## src/rtl/core/extended_gcd_top_assert.svh

```systemverilog
// Assertion macros for the extended GCD core.
// Needs clk and arst_n in the scope of each use.
`ifndef EXTENDED_GCD_TOP_ASSERT_SVH
`define EXTENDED_GCD_TOP_ASSERT_SVH

// same-cycle implication
`define EGCD_ASSERT_NOW(lbl, pre, post) \
	lbl: assert property (@(posedge clk) disable iff (!arst_n) (pre) |-> (post)) \
		else $error("extended_gcd assertion failed");

// next-cycle implication
`define EGCD_ASSERT_NEXT(lbl, pre, post) \
	lbl: assert property (@(posedge clk) disable iff (!arst_n) (pre) |=> (post)) \
		else $error("extended_gcd assertion failed");

`endif

```

## src/rtl/core/egcd_pkg.sv

```systemverilog
// Shared types and constants for the extended GCD core.
// No dependencies.
package egcd_pkg;

	localparam int WIDTH   = 32;
	localparam int CW      = WIDTH + 1;
	localparam int CNT_W   = $clog2(WIDTH + 1);
	localparam int OPER_W  = 32;
	localparam int COEF_W  = 33;

	typedef logic [WIDTH-1:0] oper_t;
	typedef logic [CW-1:0]    coef_t;

	typedef enum logic [2:0] {
		ST_IDLE,
		ST_TEST,
		ST_DIV,
		ST_UPD,
		ST_FIN
	} egcd_state_t;

	typedef struct packed {
		logic start;
	} step_ctrl_t;

	typedef struct packed {
		logic busy;
	} step_stat_t;

endpackage

```

## src/rtl/core/egcd_if.sv

```systemverilog
// Valid/ready channel interfaces for operand and result beats.
// Depends on egcd_pkg.
interface egcd_in_if;
	logic                           valid;
	logic                           ready;
	logic [egcd_pkg::OPER_W-1:0]    a_value;
	logic [egcd_pkg::OPER_W-1:0]    b_value;

	modport source (output valid, a_value, b_value, input ready);
	modport sink (input valid, a_value, b_value, output ready);
endinterface

interface egcd_out_if;
	logic                                  valid;
	logic                                  ready;
	logic [egcd_pkg::OPER_W-1:0]           gcd_value;
	logic signed [egcd_pkg::COEF_W-1:0]    coef_a;
	logic signed [egcd_pkg::COEF_W-1:0]    coef_b;

	modport source (output valid, gcd_value, coef_a, coef_b, input ready);
	modport sink (input valid, gcd_value, coef_a, coef_b, output ready);
endinterface

```

## src/rtl/core/egcd_step.sv

```systemverilog
// Shared serial unit: restoring division one quotient bit per cycle, with
// quotient-times-coefficient products accumulated from the same bits.
// Depends on egcd_pkg.
module egcd_step (
	input  logic                 clk,
	input  logic                 arst_n,
	input  egcd_pkg::step_ctrl_t ctrl,
	output egcd_pkg::step_stat_t stat,
	input  egcd_pkg::oper_t      dividend,
	input  egcd_pkg::oper_t      divisor,
	input  egcd_pkg::coef_t      s_mul,
	input  egcd_pkg::coef_t      t_mul,
	output egcd_pkg::oper_t      rem,
	output egcd_pkg::coef_t      s_prod,
	output egcd_pkg::coef_t      t_prod
);

	logic                       busy_q;
	logic [egcd_pkg::CNT_W-1:0] cnt_q;
	egcd_pkg::oper_t            rem_q;
	egcd_pkg::oper_t            quo_q;
	egcd_pkg::coef_t            ps_q;
	egcd_pkg::coef_t            pt_q;

	logic [egcd_pkg::WIDTH+1:0] diff;
	logic                       qbit;

	assign diff = {1'b0, rem_q, quo_q[egcd_pkg::WIDTH-1]} - {2'b00, divisor};
	assign qbit = ~diff[egcd_pkg::WIDTH+1];

	always_ff @(posedge clk or negedge arst_n) begin
		if (!arst_n) begin
			busy_q <= 1'b0;
			cnt_q  <= '0;
		end else if (ctrl.start) begin
			busy_q <= 1'b1;
			cnt_q  <= egcd_pkg::CNT_W'(egcd_pkg::WIDTH);
		end else if (busy_q) begin
			cnt_q <= cnt_q - 1'b1;
			if (cnt_q == egcd_pkg::CNT_W'(1)) begin
				busy_q <= 1'b0;
			end
		end
	end

	always_ff @(posedge clk) begin
		if (ctrl.start) begin
			rem_q <= '0;
			quo_q <= dividend;
			ps_q  <= '0;
			pt_q  <= '0;
		end else if (busy_q) begin
			rem_q <= qbit ? diff[egcd_pkg::WIDTH-1:0]
			              : {rem_q[egcd_pkg::WIDTH-2:0], quo_q[egcd_pkg::WIDTH-1]};
			quo_q <= {quo_q[egcd_pkg::WIDTH-2:0], qbit};
			ps_q  <= {ps_q[egcd_pkg::CW-2:0], 1'b0} + (qbit ? s_mul : '0);
			pt_q  <= {pt_q[egcd_pkg::CW-2:0], 1'b0} + (qbit ? t_mul : '0);
		end
	end

	assign stat.busy = busy_q;
	assign rem       = rem_q;
	assign s_prod    = ps_q;
	assign t_prod    = pt_q;

endmodule

```

## src/rtl/core/extended_gcd_top.sv

```systemverilog
// Top level of the extended GCD core: sequencer, remainder and coefficient
// registers, result register. Depends on egcd_pkg, egcd_if, egcd_step and
// extended_gcd_top_assert.svh.
//
//   channel    dir   beat carries
//   operands   in    a_value, b_value
//   result     out   gcd_value, coef_a, coef_b
//
// A quotient step runs through the zero test, the divide/multiply iterations
// until the unit is seen idle, and the coefficient update. A pair of operands
// needs up to about 46 quotient steps at WIDTH 32; operands are taken again
// from the cycle in which its result becomes valid.
// Reset clears the sequencer and result valid. A stalled result holds the
// block in its final state; operands are taken only when idle.
module extended_gcd_top (
	input logic       clk,
	input logic       arst_n,
	egcd_in_if.sink   operands,
	egcd_out_if.source result
);

	egcd_pkg::egcd_state_t state_q, state_d;
	egcd_pkg::step_ctrl_t  unit_ctrl;
	egcd_pkg::step_stat_t  unit_stat;

	egcd_pkg::oper_t r0_q, r1_q, rem;
	egcd_pkg::coef_t s0_q, s1_q, t0_q, t1_q, s_prod, t_prod;

	logic                                out_valid_q;
	logic [egcd_pkg::OPER_W-1:0]         gcd_q;
	logic [egcd_pkg::COEF_W-1:0]         ca_q, cb_q;

	logic accept, load_out;

	egcd_step u_step (
		.clk      (clk),
		.arst_n   (arst_n),
		.ctrl     (unit_ctrl),
		.stat     (unit_stat),
		.dividend (r0_q),
		.divisor  (r1_q),
		.s_mul    (s1_q),
		.t_mul    (t1_q),
		.rem      (rem),
		.s_prod   (s_prod),
		.t_prod   (t_prod)
	);

	always_ff @(posedge clk or negedge arst_n) begin
		if (!arst_n) begin
			state_q <= egcd_pkg::ST_IDLE;
		end else begin
			state_q <= state_d;
		end
	end

	always_comb begin
		state_d         = state_q;
		unit_ctrl.start = 1'b0;
		operands.ready  = 1'b0;
		load_out        = 1'b0;
		case (state_q)
			egcd_pkg::ST_IDLE: begin
				operands.ready = 1'b1;
				if (operands.valid) begin
					state_d = egcd_pkg::ST_TEST;
				end
			end
			egcd_pkg::ST_TEST: begin
				if (r1_q == '0) begin
					state_d = egcd_pkg::ST_FIN;
				end else begin
					unit_ctrl.start = 1'b1;
					state_d         = egcd_pkg::ST_DIV;
				end
			end
			egcd_pkg::ST_DIV: begin
				if (!unit_stat.busy) begin
					state_d = egcd_pkg::ST_UPD;
				end
			end
			egcd_pkg::ST_UPD: begin
				state_d = egcd_pkg::ST_TEST;
			end
			egcd_pkg::ST_FIN: begin
				if (!out_valid_q || result.ready) begin
					load_out = 1'b1;
					state_d  = egcd_pkg::ST_IDLE;
				end
			end
			default: begin
				state_d = egcd_pkg::ST_IDLE;
			end
		endcase
	end

	assign accept = operands.valid && operands.ready;

	always_ff @(posedge clk) begin
		if (accept) begin
			r0_q <= egcd_pkg::WIDTH'(operands.a_value);
			r1_q <= egcd_pkg::WIDTH'(operands.b_value);
			s0_q <= egcd_pkg::CW'(1);
			s1_q <= '0;
			t0_q <= '0;
			t1_q <= egcd_pkg::CW'(1);
		end else if (state_q == egcd_pkg::ST_UPD) begin
			r0_q <= r1_q;
			r1_q <= rem;
			s0_q <= s1_q;
			s1_q <= s0_q - s_prod;
			t0_q <= t1_q;
			t1_q <= t0_q - t_prod;
		end
	end

	always_ff @(posedge clk or negedge arst_n) begin
		if (!arst_n) begin
			out_valid_q <= 1'b0;
		end else if (load_out) begin
			out_valid_q <= 1'b1;
		end else if (result.ready) begin
			out_valid_q <= 1'b0;
		end
	end

	always_ff @(posedge clk) begin
		if (load_out) begin
			gcd_q <= egcd_pkg::OPER_W'(r0_q);
			ca_q  <= egcd_pkg::COEF_W'(s0_q);
			cb_q  <= egcd_pkg::COEF_W'(t0_q);
		end
	end

	assign result.valid     = out_valid_q;
	assign result.gcd_value = gcd_q;
	assign result.coef_a    = ca_q;
	assign result.coef_b    = cb_q;

`include "extended_gcd_top_assert.svh"

	`EGCD_ASSERT_NEXT(a_accept_busy, accept, !operands.ready)
	`EGCD_ASSERT_NOW(a_unit_in_div, unit_stat.busy, state_q == egcd_pkg::ST_DIV)
	`EGCD_ASSERT_NOW(a_rem_below, state_q == egcd_pkg::ST_UPD, rem < r1_q)
	`EGCD_ASSERT_NOW(a_load_free, load_out, !out_valid_q || result.ready)

endmodule
```

## src/flat_wrapper.sv

```systemverilog
// flat-port wrapper written by rule: the top's interface ports become plain ports
module extended_gcd_top_flat 
  (clk, arst_n, operands_valid, operands_a_value, operands_b_value, operands_ready, result_valid, result_gcd_value, result_coef_a, result_coef_b, result_ready);
  egcd_in_if operands_i ();
  egcd_out_if result_i ();
  input logic clk;
  input logic arst_n;
  input wire logic [$bits(operands_i.valid)-1:0] operands_valid;
  input wire logic [$bits(operands_i.a_value)-1:0] operands_a_value;
  input wire logic [$bits(operands_i.b_value)-1:0] operands_b_value;
  output wire logic [$bits(operands_i.ready)-1:0] operands_ready;
  output wire logic [$bits(result_i.valid)-1:0] result_valid;
  output wire logic [$bits(result_i.gcd_value)-1:0] result_gcd_value;
  output wire logic [$bits(result_i.coef_a)-1:0] result_coef_a;
  output wire logic [$bits(result_i.coef_b)-1:0] result_coef_b;
  input wire logic [$bits(result_i.ready)-1:0] result_ready;
  assign operands_i.valid = operands_valid;
  assign operands_i.a_value = operands_a_value;
  assign operands_i.b_value = operands_b_value;
  assign operands_ready = operands_i.ready;
  assign result_valid = result_i.valid;
  assign result_gcd_value = result_i.gcd_value;
  assign result_coef_a = result_i.coef_a;
  assign result_coef_b = result_i.coef_b;
  assign result_i.ready = result_ready;
  extended_gcd_top u_core (.clk(clk), .arst_n(arst_n), .operands(operands_i), .result(result_i));
endmodule
```

## config.mk

```make
export PLATFORM = sky130hd
export DESIGN_NAME = extended_gcd_top_flat
export DESIGN_NICKNAME = d
export VERILOG_FILES = /design/src/rtl/core/egcd_pkg.sv /design/src/rtl/core/egcd_if.sv /design/src/rtl/core/egcd_step.sv /design/src/rtl/core/extended_gcd_top.sv /design/src/flat_wrapper.sv
export VERILOG_INCLUDE_DIRS = /design/src /design/src/rtl/core
export SDC_FILE = /design/constraint.sdc
export NUM_CORES = 1
export LEC_CHECK = 0
export BUFFER_PORTS_ARGS = -buffer_cell sky130_fd_sc_hd__buf_2
export CELL_PAD_IN_SITES_DETAIL_PLACEMENT = 0
export CELL_PAD_IN_SITES_GLOBAL_PLACEMENT = 1
export CORE_ASPECT_RATIO = 0.5
export CORE_UTILIZATION = 30
export DETAILED_ROUTE_END_ITERATION = 8
export PLACE_DENSITY = 0.64
export SYNTH_ARGS = -nofsm -noshare
export SYNTH_HDL_FRONTEND = slang
export SYNTH_HIERARCHICAL = 1
export SYNTH_SLANG_ARGS = --single-unit
```

## constraint.sdc

```tcl
create_clock -name clk -period 4.19 [get_ports clk]
set_input_delay 0.838 -clock clk [delete_from_list [all_inputs] [get_ports clk]]
set_output_delay 0.838 -clock clk [all_outputs]
set_load 0.01 [all_outputs]
```

==> impl_metrics.toml, run 1 <==
[run_status]
status = "complete, but fails checks"
violations = "negative setup slack"

[global_route]
gr-total-overflow = 0
grt_pass1_vias = 20730
grt_util_all_layers_pct = 17.32
antenna_found_initial = 2
grt_pass1_wl_um = 114600
grt_max_degree = 159

[worst_setup_path]
crit_fanout = 8
crit_required_ns = 4.65
cpMaxStageDelayCell = "edfxtp_1"
path_cells = "inv_1 -> ha_4 -> nand4_1 -> inv_1 -> a211oi_2 -> nand3_1 -> a41oi_2 -> o21ai_4 -> buf_6 -> buf_12 -> and2_4 -> ha_4 -> fa_2 -> a211oi_4 -> o21ai_2 -> nand4_1 -> buf_4 -> buf_6 -> o211ai_1 -> a21oi_2 -> o21bai_1 -> a21oi_1 -> xor2_1 -> o21ai_1"
cp-end-kind = "flip-flop"
slowest_delay_ns = 0.39
cp_top_family = "compound AO/OA/AOI/OAI gates"
arrival_ns = 4.98
critical_path_buf_inv_count = 6
critPathKind = "reg -> reg"
crit_path_start_kind = "flip-flop"

[floorplanning]
rows = 73
pin_count = 168
die_w_um = 405.1
die_h_um = 203.6
initial_core_util_pct = 30.50
dieArea_um2 = 82470
coreArea_um2 = 79920

[sta]
setup_tns_ns = -7.549
clock_skew_ns = 0.02696
fmax_mhz = 221.3
slew_viol_final = 0
post-route-period-util_pct = 107.9
tightest_slew_ns = 1.044
hold_violations = 0
setup-violations-final = 38
slew_headroom_pct = 30.31
rsz0062_at_grt = "true"
fin_crit_ns = 4.520
layout_setup_ws_ns = -0.3296

[place]
dp_hpwl_um = 50900
gp_congestion = 0.8612
port_buffers = 167

[logic_synthesis]
synth_edf_count = 194
ys.flop_type = "dfxtp_1"
yosysUniqueCellTypes = 85
synthArstFlopShare_pct = 2.529
ys_seq_area_share_pct = 43.92
postSynthAreaPerCell_um2 = 8.858
yosys_warnings = 6
syn_nets = 2985
synthesis.area_um2 = 24380
ys_seq_elements = 435
synthCells = 2752

[clock_network]
cts_sinks = 435
insertion_delay_ns = 0.60
clock_path_buffers = 3
holdBufCountCts = 0
root_buffer = "clkbuf_16"
clkSlewWorstSetupHoldPaths_ns = 0.07
cts_buffers = 46
tritoncts = "done"
htreeDepth = 2

[route]
routed_wl_um = 71940
ant_nets = 0
wire_per_inst_um = 16.88
drt_iter0_drc = 1083
vias = 20710
firstDrtPassIters = 5
vias_per_cell = 4.859
drc_errors = 0

[pwr]
p_per_area_nw_per_um2 = 1023
power.share.clock_pct = 13.6
p_leak_nw = 13.31
switchingPower_mw = 14.04
p_seq_share_pct = 24.5
vdd_drop_max_mv = 0.3880
comb_power_share_pct = 61.9
intPower_mw = 17.99
netSwitchingFraction_pct = 43.84

[hold_path]
hold_path_class = "in -> async"

[final_layout]
syn_to_final_growth_pct = 28.42
fillers = 8059
drive_above_1_share_pct = 24.57
finalNetCount = 3370
fin_util_pct = 39.17

[run]
drv_cap = 0
==> worst paths after layout <==
check	startpoint	endpoint	slack, ns	cells after the start
max in group asynchronous	arst_n	u_core/u_step/stat$_DFF_PN0_	3.84	1
setup reg to reg	u_core/r1_q[26]$_DFFE_PP_	u_core/u_step/t_prod[19]$_SDFFE_PP0P_	-0.33	24
min in group clk	u_core/r0_q[9]$_DFFE_PP_	u_core/result.gcd_value[9]$_DFFE_PP_	0.44	0
hold / removal	arst_n	u_core/u_step/cnt_q[1]$_DFFE_PN0P_	0.12	1
hold reg to reg	u_core/r0_q[9]$_DFFE_PP_	u_core/result.gcd_value[9]$_DFFE_PP_	0.44	0
setup / recovery	u_core/r1_q[26]$_DFFE_PP_	u_core/u_step/t_prod[19]$_SDFFE_PP0P_	-0.33	24
==> power by group through the flow <==
stage / Combinational [mW] / Sequential (mW) / Clock, mW
floorplan: 12.9 / 7.40 / 0
global placement: 18.2 / 7.87 / 0
detailed placement: 18.3 / 7.90 / 0
CTS: 19.5 / 7.87 / 4.51
global route: 22.1 / 8.06 / 4.68
finish: 19.8 / 7.84 / 4.35
==> per-layer routing <==
metal  track usage, %  up-vias  routed length [µm]
met4            3.788        0                1202
met5                0        -                   0
li1                 -    10440                   -
met2            28.65      299               33040
met3            2.392       71                2538
met1            23.93     9902               35160
==> registers in the layout (all words and copies together), names as in the netlist <==
name / cells
u_core/result.coef_a: 33
u_core/result.coef_b: 33
u_core/s0_q: 33
u_core/s1_q: 33
u_core/t0_q: 33
u_core/t1_q: 33
u_core/u_step/s_prod: 33
u_core/u_step/t_prod: 33
u_core/r0_q: 32
u_core/r1_q: 32
u_core/result.gcd_value: 32
u_core/u_step/quo_q: 32
u_core/u_step/rem: 32
u_core/u_step/cnt_q: 6
u_core/state_q: 3
u_core/result.valid: 1
u_core/u_step/stat: 1
==> cell type report <==
type,count,area [µm²],area share (%)
Sequential cell,435,10710,34.21
Clock buffer,57,1234,3.941
Inverter,144,540.5,1.727
Tap cell,1087,1360,4.344
Timing Repair Buffer,462,3214,10.27
Antenna cell,1,2.502,0.007993
Multi-Input combinational cell,2048,13910,44.43
Clock inverter,28,337.8,1.079
==> synthesized netlist by cell type (all sizes together) (7+ instances only) <==
master	n	share of area [%]
xnor2	72	2.6
nand3	41	0.84
clkbuf	100	1.5
o21ai	147	3.0
inv	144	2.2
a21o	56	1.7
nor3	31	0.64
o21bai	19	0.59
buf	25	0.48
and3	13	0.33
nand4	40	1.0
nor2	166	2.6
dfxtp	230	19
o21a	18	0.55
mux2i	26	1.1
o211ai	14	0.43
mux2	34	1.6
nor2b	16	0.44
a21oi	265	5.5
o31ai	16	0.61
a311oi	19	0.68
dfrtp	11	1.1
or3	8	0.21
a211oi	36	1.1
edfxtp	194	24
a41oi	7	0.34
nand2b	14	0.36
and2	71	1.8
nand2	580	8.9
a31oi	20	0.57
xor2	60	2.2
ha	160	8.2
nor4	15	0.38
==> placed cells by master (no fill, tap or decap), types with 38 or more instances in the layout <==
cell type / count
nand4_1: 40
ha_1: 117
a21oi_1: 234
edfxtp_1: 194
xor2_1: 59
inv_1: 137
and2_1: 52
clkbuf_16: 47
buf_2: 167
dfxtp_1: 230
o21ai_0: 106
nand3_1: 38
nand2_1: 568
nor2_1: 158
a21o_1: 56
xnor2_1: 68
buf_4: 275
ha_4: 41
==> what timing repair did <==
action,4_1_cts,5_1_grt
buffers inserted,33,3
resized for setup,123,66
gates cloned,2,0
pin swaps,62,31
endpoints found under the setup margin,39,53
==> stage by stage <==
step | instance area (µm²) | hold slack (ns) | setup WS (ns) | total power, mW | std cells
floorplan | 24820 | 0.4082 | -0.09564 | 20.29 | 2752
finish | 31310 | 0.1154 | -0.3296 | 32.03 | 4262
detailed placement | 28550 | 0.4296 | -0.5082 | 26.21 | 4143
global route | 31310 | 0.1033 | -0.6667 | 34.82 | 4262
global placement | 28550 | 0.4241 | -0.4299 | 26.04 | 4143
CTS | 31030 | 0.07751 | -0.3233 | 31.85 | 4259
==> cell families after synthesis <==
kind of cell	share of synthesized area [%]
AND/OR/NAND/NOR	18.21
AO/OA/AOI/OAI	17.45
flip-flops	43.92
buffers and inverters	4.240
adder cells (fa/ha/maj)	8.623
XOR/XNOR	4.932
multiplexers	2.638
(Power assumes the default switching activity.)
==> inputs of run 2 (changes only) <==
- CORE_ASPECT_RATIO: 0.5 -> 1.75
==> run 2 against run 1 <==
The run still ends with negative setup slack left. Flip-flop and latch count unchanged. Clock-buffer cell count is 4 higher. Sequential power grew 1%. Setup slack lost 0.16 ns. Non-clock buffer count up 23.
==> impl_metrics.toml, run 2 (same netlist as run 1, synthesis figures left out) <==
[sta]
clock_skew_ns = 0.03155
post-route-period-util_pct = 111.8
slew_headroom_pct = 28.42
hold_violations = 0
setup-violations-final = 44
layout_setup_ws_ns = -0.4938
slew_viol_final = 0
rsz0062_at_grt = "true"
setup_tns_ns = -11.17
tightest_slew_ns = 1.074
fin_crit_ns = 4.684
fmax_mhz = 213.5

[route]
drt_iter0_drc = 767
wire_per_inst_um = 18.41
vias = 21220
vias_per_cell = 4.996
drc_errors = 0
firstDrtPassIters = 5
ant_nets = 0
routed_wl_um = 78210

[global_route]
antenna_found_initial = 2
grt_pass1_wl_um = 118900
grt_max_degree = 159
grt_util_all_layers_pct = 18.55
gr-total-overflow = 0
grt_pass1_vias = 21690

[clock_network]
insertion_delay_ns = 0.62
root_buffer = "clkbuf_16"
cts_sinks = 435
clkSlewWorstSetupHoldPaths_ns = 0.06
holdBufCountCts = 0
htreeDepth = 2
tritoncts = "done"
clock_path_buffers = 3
cts_buffers = 45

[pwr]
vdd_drop_max_mv = 0.4130
comb_power_share_pct = 62.7
p_per_area_nw_per_um2 = 1036
power.share.clock_pct = 12.9
netSwitchingFraction_pct = 44.39
intPower_mw = 18.03
power_mw = 32.41
p_seq_share_pct = 24.4
switchingPower_mw = 14.39
p_leak_nw = 13.39

[place]
postPlaceCellArea_um2 = 28600
dpl.cell_count = 4116
port_buffers = 167
dp_hpwl_um = 56810
gp_congestion = 0.8818

[run_status]
violations = "negative setup slack"
status = "complete, but fails checks"

[floorplanning]
rows = 138
die_h_um = 379.1
dieArea_um2 = 82450
pin_count = 168
initial_core_util_pct = 30.23
die_w_um = 217.5
coreArea_um2 = 80630

[final_layout]
finalNetCount = 3392
mostFrequentLayoutCell = "nand2_1"
syn_to_final_growth_pct = 28.30
regArea_um2 = 10710
multiInputGateArea_um2 = 13820
drive_above_1_share_pct = 24.72
layout_common_cells = "nand2_1 (572), buf_4 (304), a21oi_1 (233)"
fillers = 8121
fin_area_um2 = 31280
final_cells = 4247
fin_util_pct = 38.79

[worst_setup_path]
crit_required_ns = 4.67
critical_path_buf_inv_count = 4
cpMaxStageDelayCell = "edfxtp_1"
arrival_ns = 5.16
crit_fanout = 7
path_cells = "inv_2 -> ha_4 -> and4_1 -> nand3_1 -> a311o_1 -> nand4_1 -> a41oi_2 -> o21ai_4 -> buf_12 -> buf_8 -> and2_4 -> ha_4 -> a21oi_2 -> o21ai_2 -> a211oi_2 -> nand2_2 -> a2111oi_4 -> buf_4 -> o31ai_2 -> nand2_1 -> mux2_4 -> a311o_1"
slowest_delay_ns = 0.37
crit_path_start = "u_core/r1_q[12]$_DFFE_PP_"
reg2reg_from = "u_core/r1_q[12]$_DFFE_PP_"
cp-end-kind = "flip-flop"
crit_path_start_kind = "flip-flop"
critPathKind = "reg -> reg"
cp_top_family = "compound AO/OA/AOI/OAI gates"

[run]
drv_cap = 0

[hold_path]
hold_path_class = "in -> async"
run 2: final timing paths:
check,endpoint,slack [ns],cells past startpoint
worst min register to register,u_core/result.gcd_value[11]$_DFFE_PP_,0.45,0
worst max-delay path,u_core/u_step/t_prod[30]$_SDFFE_PP0P_,-0.49,22
max in group asynchronous,u_core/u_step/stat$_DFF_PN0_,3.78,1
worst max register to register,u_core/u_step/t_prod[30]$_SDFFE_PP0P_,-0.49,22
worst min-delay path,u_core/state_q[2]$_DFFE_PN0P_,0.12,1
min in group clk,u_core/result.gcd_value[11]$_DFFE_PP_,0.45,0
run 2: stage by stage:
step / worst slack (ns) / hold WS [ns]
final: -0.4938 / 0.1228
after global routing: -0.7398 / 0.1247
after CTS: -0.3507 / 0.08307
after detailed placement: -0.5267 / 0.4330
after global placement: -0.4335 / 0.4351
after floorplan: -0.09564 / 0.4082
run 2: final cells by class:
class                   count  share of cell area, %
diodes                      1               0.008001
flip-flops and latches    435                  34.24
multi-input cells        2048                  44.19
inverters                 144                  1.728
clock buffers              61                  4.121
well taps                1050                  4.201
clock inverters            23                 0.7561
repair buffers            485                  10.75
run 2: worst reg2reg max path, stage by stage, from the launching register on:
cell and delay [ns]:
edfxtp_1 0.37, inv_2 0.06, ha_4 0.31, and4_1 0.21
nand3_1 0.07, a311o_1 0.32, nand4_1 0.16, a41oi_2 0.20
o21ai_4 0.35, buf_12 0.17, buf_8 0.13, and2_4 0.16
ha_4 0.19, a21oi_2 0.16, o21ai_2 0.09, a211oi_2 0.29
nand2_2 0.13, a2111oi_4 0.29, buf_4 0.18, o31ai_2 0.07
nand2_1 0.08, mux2_4 0.29, a311o_1 0.27
run 2: layer usage:
layer  wire [µm]  GRT usage (%)
met2       44460          37.78
met4        2565          7.242
met3        2148          1.923
met1       29040          18.70
met5           0              0
run 2: timing repair:
item / in CTS / in global routing
buffers inserted: 28 / 23
resized for setup: 86 / 74
pin swaps: 17 / 61
cloned: 0 / 1
setup endpoints to repair: 44 / 51
run 2: power groups by stage:
stage / clock [mW] / combinational (mW) / sequential, mW
after global placement: 0 / 18.6 / 7.97
after detailed placement: 0 / 18.8 / 7.99
after global routing: 4.47 / 22.4 / 8.10
after CTS: 4.35 / 19.7 / 7.94
final: 4.18 / 20.3 / 7.92
after floorplan: 0 / 12.9 / 7.40
==> inputs of run 3 (changes only) <==
- CORE_UTILIZATION: 30 -> 43
- PLACE_DENSITY: 0.64 -> 0.84
==> run 3 against run 2 <==
Design area down 0.65%. Critical endpoint is now u_core/u_step/t_prod[32]$_SDFFE_PP0P_. The flow still finishes with violations (negative setup slack). Critical path type unchanged. Clock skew about the same. Largest cell class unchanged. Routed wire length down 2.3%. Global-route usage up 7.6 points. Utilization up 17 points. Fmax down 1.1%. Non-clock buffer count up 17.
==> impl_metrics.toml, run 3 (same netlist as run 1, synthesis figures left out) <==
[final_layout]
final_cells = 3908
syn_to_final_growth_pct = 27.46
regArea_um2 = 10710
mostFrequentLayoutCell = "nand2_1"
layout_common_cells = "nand2_1 (570), buf_4 (299), a21oi_1 (237)"
multiInputGateArea_um2 = 13860
fillers = 5061
diodes = 0
drive_above_1_share_pct = 25.27
fin_util_pct = 55.37
finalNetCount = 3406

[sta]
fin_hold_ws_ns = 0.1431
clock_skew_ns = 0.03175
fmax_mhz = 211.1
hold_violations = 0
setup-violations-final = 43
layout_setup_ws_ns = -0.5466
post-route-period-util_pct = 113.0
tightest_slew_ns = 0.8746
slew_viol_final = 0
rsz0062_at_grt = "true"
slew_headroom_pct = 41.69
fin_crit_ns = 4.737

[clock_network]
clkSlewWorstSetupHoldPaths_ns = 0.07
root_buffer = "clkbuf_16"
tritoncts = "done"
cts_buffers = 42
cts_sinks = 435
insertion_delay_ns = 0.59
htreeDepth = 2
clock_path_buffers = 3

[place]
port_buffers = 167
dp_hpwl_um = 53930
pre_cts_ws_ns = -0.6881
gp_congestion = 0.9742
dpl.cell_count = 3778

[worst_setup_path]
crit_required_ns = 4.69
crit_path_start_kind = "flip-flop"
crit_fanout = 6
critPathKind = "reg -> reg"
cp-end-kind = "flip-flop"
arrival_ns = 5.24

[floorplanning]
rows = 115
dieArea_um2 = 57680
die_w_um = 182.0
pin_count = 168
die_h_um = 317.0
initial_core_util_pct = 43.44
coreArea_um2 = 56120

[route]
vias = 21750
ant_nets = 0
drt_iter0_drc = 1362
routed.top_layer = "met4"
firstDrtPassIters = 5
vias_per_cell = 5.565
drc_errors = 0
met1Wirelength_um = 27440
wire_per_inst_um = 19.56
routed_wl_um = 76430
dr_wl_met2_um = 42210
dr_wl_met3_um = 2606

[run_status]
status = "complete, but fails checks"
violations = "negative setup slack"

[global_route]
grt_util_all_layers_pct = 26.18
grt_max_degree = 159
grt_pass1_vias = 22530
grt_pass1_wl_um = 118400
antenna_found_initial = 0
gr-total-overflow = 0

[hold_path]
hold_path_class = "in -> async"

[run]
drv_cap = 0
==> run 3: changes by cell type in the layout (fill, tap and decap cells not counted), moves of 4 or more <==
cell | before | now
ha_1 | 122 | 116
o21ai_1 | 27 | 31
nor2_2 | 9 | 4
a21oi_1 | 233 | 237
buf_4 | 304 | 299
o21ai_0 | 110 | 105
buf_6 | 4 | 26
==> run 3: per-stage QoR <==
stage	setup TNS, ns	cell area, µm²
floorplan	-0.2957	24820
global placement	-16.49	28230
detailed placement	-18.08	28230
CTS	-9.029	30580
global route	-20.39	31070
finish	-12.40	31070
==> run 3: worst max-delay path, cell delays in order (launching register included) <==
cell and delay (ns):
edfxtp_1 0.35, inv_1 0.06, ha_1 0.30, nand4_1 0.17, buf_4 0.21, nor4_4 0.31
o21ai_1 0.14, nand3_2 0.12, a41oi_4 0.16, o21ai_4 0.31, buf_6 0.17, buf_16 0.11
and2_1 0.16, ha_4 0.23, nand3_2 0.07, o21ai_1 0.07, a211oi_2 0.17, buf_4 0.17
nand2_4 0.07, a2111oi_4 0.46, buf_4 0.20, o31ai_2 0.05, a21oi_1 0.19, xnor3_1 0.25
a211oi_2 0.17
==> run 3: final cells by class <==
cell class	count	share of cell area, %
clock buffer	58	4.043
clock inverter	19	0.7449
inverter	144	1.740
multi-input combinational	2048	44.62
sequential	435	34.46
tap	702	2.827
timing repair buffer	502	11.56
==> run 3: final timing paths <==
path | startpoint | to | slack, ns | depth (start not counted)
max in group asynchronous | arst_n | u_core/u_step/stat$_DFF_PN0_ | 3.79 | 1
worst min register to register | u_core/r0_q[16]$_DFFE_PP_ | u_core/result.gcd_value[16]$_DFFE_PP_ | 0.44 | 0
worst min-delay path | arst_n | u_core/u_step/stat$_DFF_PN0_ | 0.14 | 1
min in group clk | u_core/r0_q[16]$_DFFE_PP_ | u_core/result.gcd_value[16]$_DFFE_PP_ | 0.44 | 0
worst max register to register | u_core/r1_q[25]$_DFFE_PP_ | u_core/u_step/t_prod[32]$_SDFFE_PP0P_ | -0.55 | 24
worst max-delay path | u_core/r1_q[25]$_DFFE_PP_ | u_core/u_step/t_prod[32]$_SDFFE_PP0P_ | -0.55 | 24
==> run 3: layer usage <==
layer,track usage (%),vias up
met4,14.57,0
li1,-,10520
met3,2.886,212
met2,52.47,552
met1,25.82,10470
met5,0,-
==> run 3: timing repair <==
| action | in CTS | in global routing |
|---|---|---|
| gates cloned | 2 | 1 |
| hold buffers | 0 | 0 |
| hold endpoints to repair | 0 | 0 |
| pin swaps | 75 | 50 |
| resized for setup | 122 | 71 |
| setup buffers | 39 | 16 |
| endpoints found under the setup margin | 46 | 53 |
Power of run 3 is left out: the tool's default activity adds up to more than one toggle a clock period on the data nets, which glitch-free logic cannot reach.
